File: src/hdl/tcw_pkg.sv
// Package for the text console writer: geometry, field widths, codes and the
// command/status structs shared by controller and datapath. No dependencies.
package tcw_pkg;

    localparam int COLUMNS     = 80;
    localparam int ROWS        = 25;
    localparam int CELL_COUNT  = ROWS * COLUMNS;
    localparam int ADDR_W      = $clog2(CELL_COUNT);
    localparam int MODE_W      = 2;
    localparam int CHAR_W      = 8;
    localparam int ATTR_W      = 8;
    localparam int ROW_W       = 5;
    localparam int COL_W       = 7;
    localparam int CELL_W      = 16;
    localparam int CFG_INDEX_W = 1;

    localparam logic [CHAR_W-1:0] NEWLINE_CODE = 8'd10;
    localparam logic [CHAR_W-1:0] SPACE_CODE   = 8'd32;
    localparam logic [ATTR_W-1:0] ATTR_RESET   = 8'd7;

    localparam logic [ADDR_W-1:0] COL_STEP      = ADDR_W'(COLUMNS);
    localparam logic [ADDR_W-1:0] LAST_ROW_BASE = ADDR_W'((ROWS - 1) * COLUMNS);
    localparam logic [ADDR_W-1:0] LAST_CELL     = ADDR_W'(CELL_COUNT - 1);
    localparam logic [ROW_W-1:0]  ROW_LIMIT     = ROW_W'(ROWS);
    localparam logic [COL_W-1:0]  COL_LIMIT     = COL_W'(COLUMNS);
    localparam logic [COL_W-1:0]  COL_LAST      = COL_W'(COLUMNS - 1);

    typedef enum logic [MODE_W-1:0] {
        MODE_WRITE,
        MODE_CLEAR,
        MODE_READ,
        MODE_NOP
    } mode_t;

    typedef enum logic [CFG_INDEX_W-1:0] {
        REG_TEXT_ATTR,
        REG_BLANK_ATTR
    } cfg_reg_t;

    typedef enum logic [1:0] {
        SWEEP_INIT,
        SWEEP_CLEAR,
        SWEEP_SCROLL
    } sweep_kind_t;

    typedef enum logic [3:0] {
        ST_INIT,
        ST_INIT_END,
        ST_IDLE,
        ST_DISPATCH,
        ST_SCROLL,
        ST_SCROLL_END,
        ST_CLEAR,
        ST_CLEAR_END,
        ST_STORE,
        ST_READ_WAIT,
        ST_DONE
    } state_t;

    typedef struct packed {
        logic        latch_item;
        logic        cell_zero;
        logic        nl_apply;
        logic        sweep_start;
        logic        sweep_run;
        sweep_kind_t sweep_kind;
        logic        scroll_cursor;
        logic        home_cursor;
        logic        store;
        logic        read_issue;
        logic        cell_capture;
        logic        out_load;
    } ctrl_cmd_t;

    typedef struct packed {
        mode_t mode;
        logic  is_nl;
        logic  scroll_due;
        logic  sweep_last;
        logic  out_free;
    } dp_status_t;

endpackage

File: src/hdl/tcw_ctrl.sv
// Controller state machine for the text console writer.
// Depends on tcw_pkg for states, modes and the command/status structs.
module tcw_ctrl
(
    input  logic               clk,
    input  logic               rst_n,
    input  logic               in_valid,
    input  tcw_pkg::dp_status_t status,
    output tcw_pkg::ctrl_cmd_t  cmd,
    output logic               in_stall
);

    tcw_pkg::state_t state_reg;
    tcw_pkg::state_t state_next;

    always_ff @(posedge clk or negedge rst_n)
    begin
        if (!rst_n)
        begin
            state_reg <= tcw_pkg::ST_INIT;
        end
        else
        begin
            state_reg <= state_next;
        end
    end

    assign in_stall = (state_reg != tcw_pkg::ST_IDLE);

    always_comb
    begin
        state_next     = state_reg;
        cmd            = '0;
        cmd.sweep_kind = tcw_pkg::SWEEP_INIT;
        case (state_reg)
            tcw_pkg::ST_INIT:
            begin
                cmd.sweep_run  = 1'b1;
                cmd.sweep_kind = tcw_pkg::SWEEP_INIT;
                if (status.sweep_last)
                begin
                    state_next = tcw_pkg::ST_INIT_END;
                end
            end
            tcw_pkg::ST_INIT_END:
            begin
                state_next = tcw_pkg::ST_IDLE;
            end
            tcw_pkg::ST_IDLE:
            begin
                if (in_valid)
                begin
                    cmd.latch_item = 1'b1;
                    state_next     = tcw_pkg::ST_DISPATCH;
                end
            end
            tcw_pkg::ST_DISPATCH:
            begin
                cmd.cell_zero = 1'b1;
                case (status.mode)
                    tcw_pkg::MODE_WRITE:
                    begin
                        cmd.nl_apply = status.is_nl;
                        if (status.scroll_due)
                        begin
                            cmd.sweep_start = 1'b1;
                            state_next      = tcw_pkg::ST_SCROLL;
                        end
                        else if (status.is_nl)
                        begin
                            state_next = tcw_pkg::ST_DONE;
                        end
                        else
                        begin
                            state_next = tcw_pkg::ST_STORE;
                        end
                    end
                    tcw_pkg::MODE_CLEAR:
                    begin
                        cmd.sweep_start = 1'b1;
                        state_next      = tcw_pkg::ST_CLEAR;
                    end
                    tcw_pkg::MODE_READ:
                    begin
                        cmd.read_issue = 1'b1;
                        state_next     = tcw_pkg::ST_READ_WAIT;
                    end
                    default:
                    begin
                        state_next = tcw_pkg::ST_DONE;
                    end
                endcase
            end
            tcw_pkg::ST_SCROLL:
            begin
                cmd.sweep_run  = 1'b1;
                cmd.sweep_kind = tcw_pkg::SWEEP_SCROLL;
                if (status.sweep_last)
                begin
                    state_next = tcw_pkg::ST_SCROLL_END;
                end
            end
            tcw_pkg::ST_SCROLL_END:
            begin
                cmd.scroll_cursor = 1'b1;
                state_next = status.is_nl ? tcw_pkg::ST_DONE : tcw_pkg::ST_STORE;
            end
            tcw_pkg::ST_CLEAR:
            begin
                cmd.sweep_run  = 1'b1;
                cmd.sweep_kind = tcw_pkg::SWEEP_CLEAR;
                if (status.sweep_last)
                begin
                    state_next = tcw_pkg::ST_CLEAR_END;
                end
            end
            tcw_pkg::ST_CLEAR_END:
            begin
                cmd.home_cursor = 1'b1;
                state_next      = tcw_pkg::ST_DONE;
            end
            tcw_pkg::ST_STORE:
            begin
                cmd.store  = 1'b1;
                state_next = tcw_pkg::ST_DONE;
            end
            tcw_pkg::ST_READ_WAIT:
            begin
                cmd.cell_capture = 1'b1;
                state_next       = tcw_pkg::ST_DONE;
            end
            tcw_pkg::ST_DONE:
            begin
                if (status.out_free)
                begin
                    cmd.out_load = 1'b1;
                    state_next   = tcw_pkg::ST_IDLE;
                end
            end
            default:
            begin
                state_next = tcw_pkg::ST_IDLE;
            end
        endcase
    end

endmodule

File: config.mk
export PLATFORM = sky130hd
export DESIGN_NAME = tcw_ctrl
export DESIGN_NICKNAME = d
export VERILOG_FILES = /design/src/hdl/tcw_pkg.sv /design/src/hdl/tcw_ctrl.sv
export SDC_FILE = /design/constraint.sdc
export NUM_CORES = 1
export LEC_CHECK = 0
export BUFFER_PORTS_ARGS = -buffer_cell sky130_fd_sc_hd__clkbuf_2
export CAP_MARGIN = 10
export CORE_MARGIN = 3
export CORE_UTILIZATION = 25
export DETAILED_ROUTE_END_ITERATION = 10
export GPL_ROUTABILITY_DRIVEN = 0
export MAX_ROUTING_LAYER = met4
export SLEW_MARGIN = 20
export SYNTH_ARGS = -nofsm -noshare
export SYNTH_HDL_FRONTEND = slang
export SYNTH_SLANG_ARGS = --single-unit
File: constraint.sdc
create_clock -name clk -period 1.19 [get_ports clk]
set_input_delay 0.0595 -clock clk [delete_from_list [all_inputs] [get_ports clk]]
set_output_delay 0.0595 -clock clk [all_outputs]
set_load 0.05 [all_outputs]
==> summary.txt <==
Worst setup path
  • Max stage delay on crit path: 0.45 ns
  • Setup CP Type: reg -> out
  • Worst EP arrival: about 1.4 ns
  • Startpoint Class: flip-flop
  • FF-to-FF setup slack: -0.16 ns
  • Critical path, cell by cell: nor4_4 -> and3b_2 -> buf_8
  • CP max FO: 6
  • Critical Path RT: between 1 and 1.5 ns
  • Reg2Reg Depth: 4
  • Crit. End Element: output pin
  • CP max stage cell: dfrtp_2
  • R2r endpoint: state_reg[0]$_DFFE_PN0P_
  • FF-to-FF Start: state_reg[2]$_DFFE_PN0P_

Timing
  • Fin crit share: 122%
  • Min Hold Slack: ~0.14 ns
  • Final hold vios: 0
  • Tightest Pin Transition: roughly 0.38 ns
  • RSZ-0062 raised after global routing: true
  • Final setup violation count: 15
  • Post-route minimum period: ~1.5 ns
  • Pins Over Slew Limit: 0
  • Relative slew margins: around three quarters
  • Worst clock skew: between 0.0015 and 0.002 ns
  • Max Fclk: just under 0.7 GHz
  • Final worst slack: -0.263 ns

Run status
  • Failing checks: negative setup slack
  • Status: complete, but fails checks

Pwr
  • Psw: roughly 1.2 mW
  • Leak: ~0.39 nW
  • Clk network pwr share: 7.2%
  • PD cells: around 2700 mW/mm2
  • Net Sw Frac: about half
  • Seq pwr share: 13.8%
  • Max IR drop VDD: 0.00164 V
  • Comb power frac: around four fifths
  • Internal power: 1.08 mW

Floorplan
  • Die height: between 40 and 50 um
  • Initial Util: between 20% and 30%
  • Io pins: 23
  • Core area: about 0.0012 mm2
  • Row cnt: 12
  • Chip width: approximately 43 um
  • Die footprint: roughly 0.0019 mm2

Global route
  • Aggregate global routing overflow: 0
  • Tot GR Track Use: 14.5%
  • Initial antenna violation count: 0
  • First-pass GRT wire length: roughly 2000 um
  • Vias in the first global route: approximately 450
  • Largest net degree at the start of global routing: 9

Synthesis
  • Main combinational cell family by area after synthesis: simple AND/OR/NAND/NOR gates
  • Synthesized cell area: about 350 um2
  • Synth Area in Adders: 0%
  • Syn Inst Count: 46
  • Main synth FF type: dfrtp_1
  • Synth Area in Compound Gates: 15.4%
  • XOR/XNOR Fraction of Synth Area: 0%
  • Ys async rst share: between 90% and 100%
  • Post-synth EDFFs: 0
  • Share of the yosys chip area belonging to registers: roughly 29%
  • Syn_area_per_cell: 7.59 um2
  • Simple-gate portion of the synthesized area: a little under half
  • Post-synthesis mux area share: between 3 and 4%
  • Synthesized flop and latch total: 4
  • Yosys cell types: 26
  • Ys Warns: 0
  • Syn nets: 55

CTS
  • Clk slew on worst S/H paths: about 0.040 ns
  • CTS tree: built
  • Max H-tree Level: 1
  • Root Buffer: clkbuf_4
  • Worst skew pair latency: ~0.23 ns
  • TritonCTS Buffers: 3
  • Clock sink total: 4
  • Longest Clk Path Bufs: 2

Cells and area
  • Fillers: 105
  • Final #Nets: 93
  • Syn-to-layout area delta: 138%
  • Max reg flops: 4
  • Commonest non-fill, non-tap cell in the layout: buf_4
  • Most frequent cells in the layout: 11 x buf_4, 8 x clkbuf_2, 7 x clkbuf_4, 7 x buf_8, 4 x nor2_4
  • Antenna Diode Count: 0
  • Layout cells sized above 1: approximately 76%

Worst hold path
  • Min-delay src: status[2]
  • Hold EP: state_reg[1]$_DFFE_PN0P_
  • Class of the worst hold path: in -> reg
  • Hold path depth: 3

Detailed routing
  • DRT Pass-1 Iters: 4
  • Residual DRC: 0
  • Post-DR vias/cell: around 5.0
  • Post-DRT Antenna Nets: 0
  • DR iter-0 viols: 10
  • DR WL/cell: ~13 um
  • Via Count: 480
  • Total Wirelength: about 1300 um

Placed design
  • Place WS: -0.146 ns
  • HPWL Detailed: just over 800 um
  • Port Buf Inserts: 22

Flow run
  • Max-capacitance violation count: 0
## critical path: cells and delay by family, from the launching register on
kind / cells / cell delay, ns
buf+inv: 1 / 0.14
simple gates: 2 / 0.56
flops: 1 / 0.45
## cell usage after synthesis (2+ instances only)
cell type | n | area, um2
nor2_1 | 5 | 18.8
nand2_1 | 3 | 11.3
a21oi_1 | 3 | 15.0
nor3_1 | 3 | 15.0
nand2b_1 | 4 | 25.0
nor2b_1 | 3 | 18.8
o21ai_0 | 2 | 10.0
dfrtp_1 | 4 | 100
and3_1 | 2 | 12.5
## metrics by stage
step	instance area (um2)	setup TNS (ns)	power (mW)	cells	util, %
6_report	830	-2.63	2.24	96	69.1
3_3_place_gp	603	-0.873	1.66	89	50.2
3_5_place_dp	603	-0.925	1.66	89	50.2
4_1_cts	793	-2.51	2.13	95	66.0
5_1_grt	830	-3.46	2.37	96	69.1
2_1_floorplan	424	-0.634	1.28	46	-
## power by group through the flow
stage / combinational (mW) / sequential [mW] / clock, mW
5_1_grt: 1.87 / 0.321 / 0.178
6_report: 1.77 / 0.309 / 0.161
2_1_floorplan: 1.04 / 0.238 / 0
3_3_place_gp: 1.39 / 0.272 / 0
3_5_place_dp: 1.38 / 0.274 / 0
4_1_cts: 1.67 / 0.291 / 0.166
## repair_timing
action / in CTS / in global routing
setup buffers: 2 / 1
gates resized for setup: 36 / 12
endpoints found under the setup margin: 15 / 16
hold buffers: 1 / 0
hold endpoints to repair: 4 / 0
pin swaps: 3 / 0
## metal layers
layer | vias to the layer above | part of all wire [%] | GRT usage (%)
li1 | 235 | - | -
met1 | 223 | 38 | 15.4
met2 | 20 | 56 | 24.8
met3 | 2 | 5.4 | 3.73
met4 | 0 | 1.1 | 7.23
met5 | - | 0 | -
## worst max-delay path by stage
stage	from	to	slack, ns	cells after the start
5_1_grt	state_reg[0]$_DFFE_PN0P_	cmd[10]	-0.35	4
3_5_place_dp	state_reg[2]$_DFFE_PN0P_	cmd[7]	-0.15	3
4_1_cts	state_reg[2]$_DFFE_PN0P_	cmd[10]	-0.26	3
3_3_place_gp	state_reg[2]$_DFFE_PN0P_	cmd[7]	-0.13	3
6_report	state_reg[2]$_DFFE_PN0P_	cmd[10]	-0.26	3
2_1_floorplan	state_reg[3]$_DFFE_PN0P_	cmd[4]	-0.17	3
## final cells by class
cell class / instances / area (um2) / area share (%)
tap: 14 / 17.5 / 2.11
multi-input combinational: 38 / 352 / 42.4
clock buffer: 3 / 22.5 / 2.71
timing repair buffer: 36 / 332 / 40.0
sequential: 4 / 103 / 12.4
inverter: 1 / 3.75 / 0.452
## logic make-up after synthesis
family	count (synthesis)
and+or+nand+nor	28
DFF	4
AOI/OAI and AO/OA	9
buffers and inverters	4
muxes	1
No activity file was read; power rests on OpenSTA's default activity.
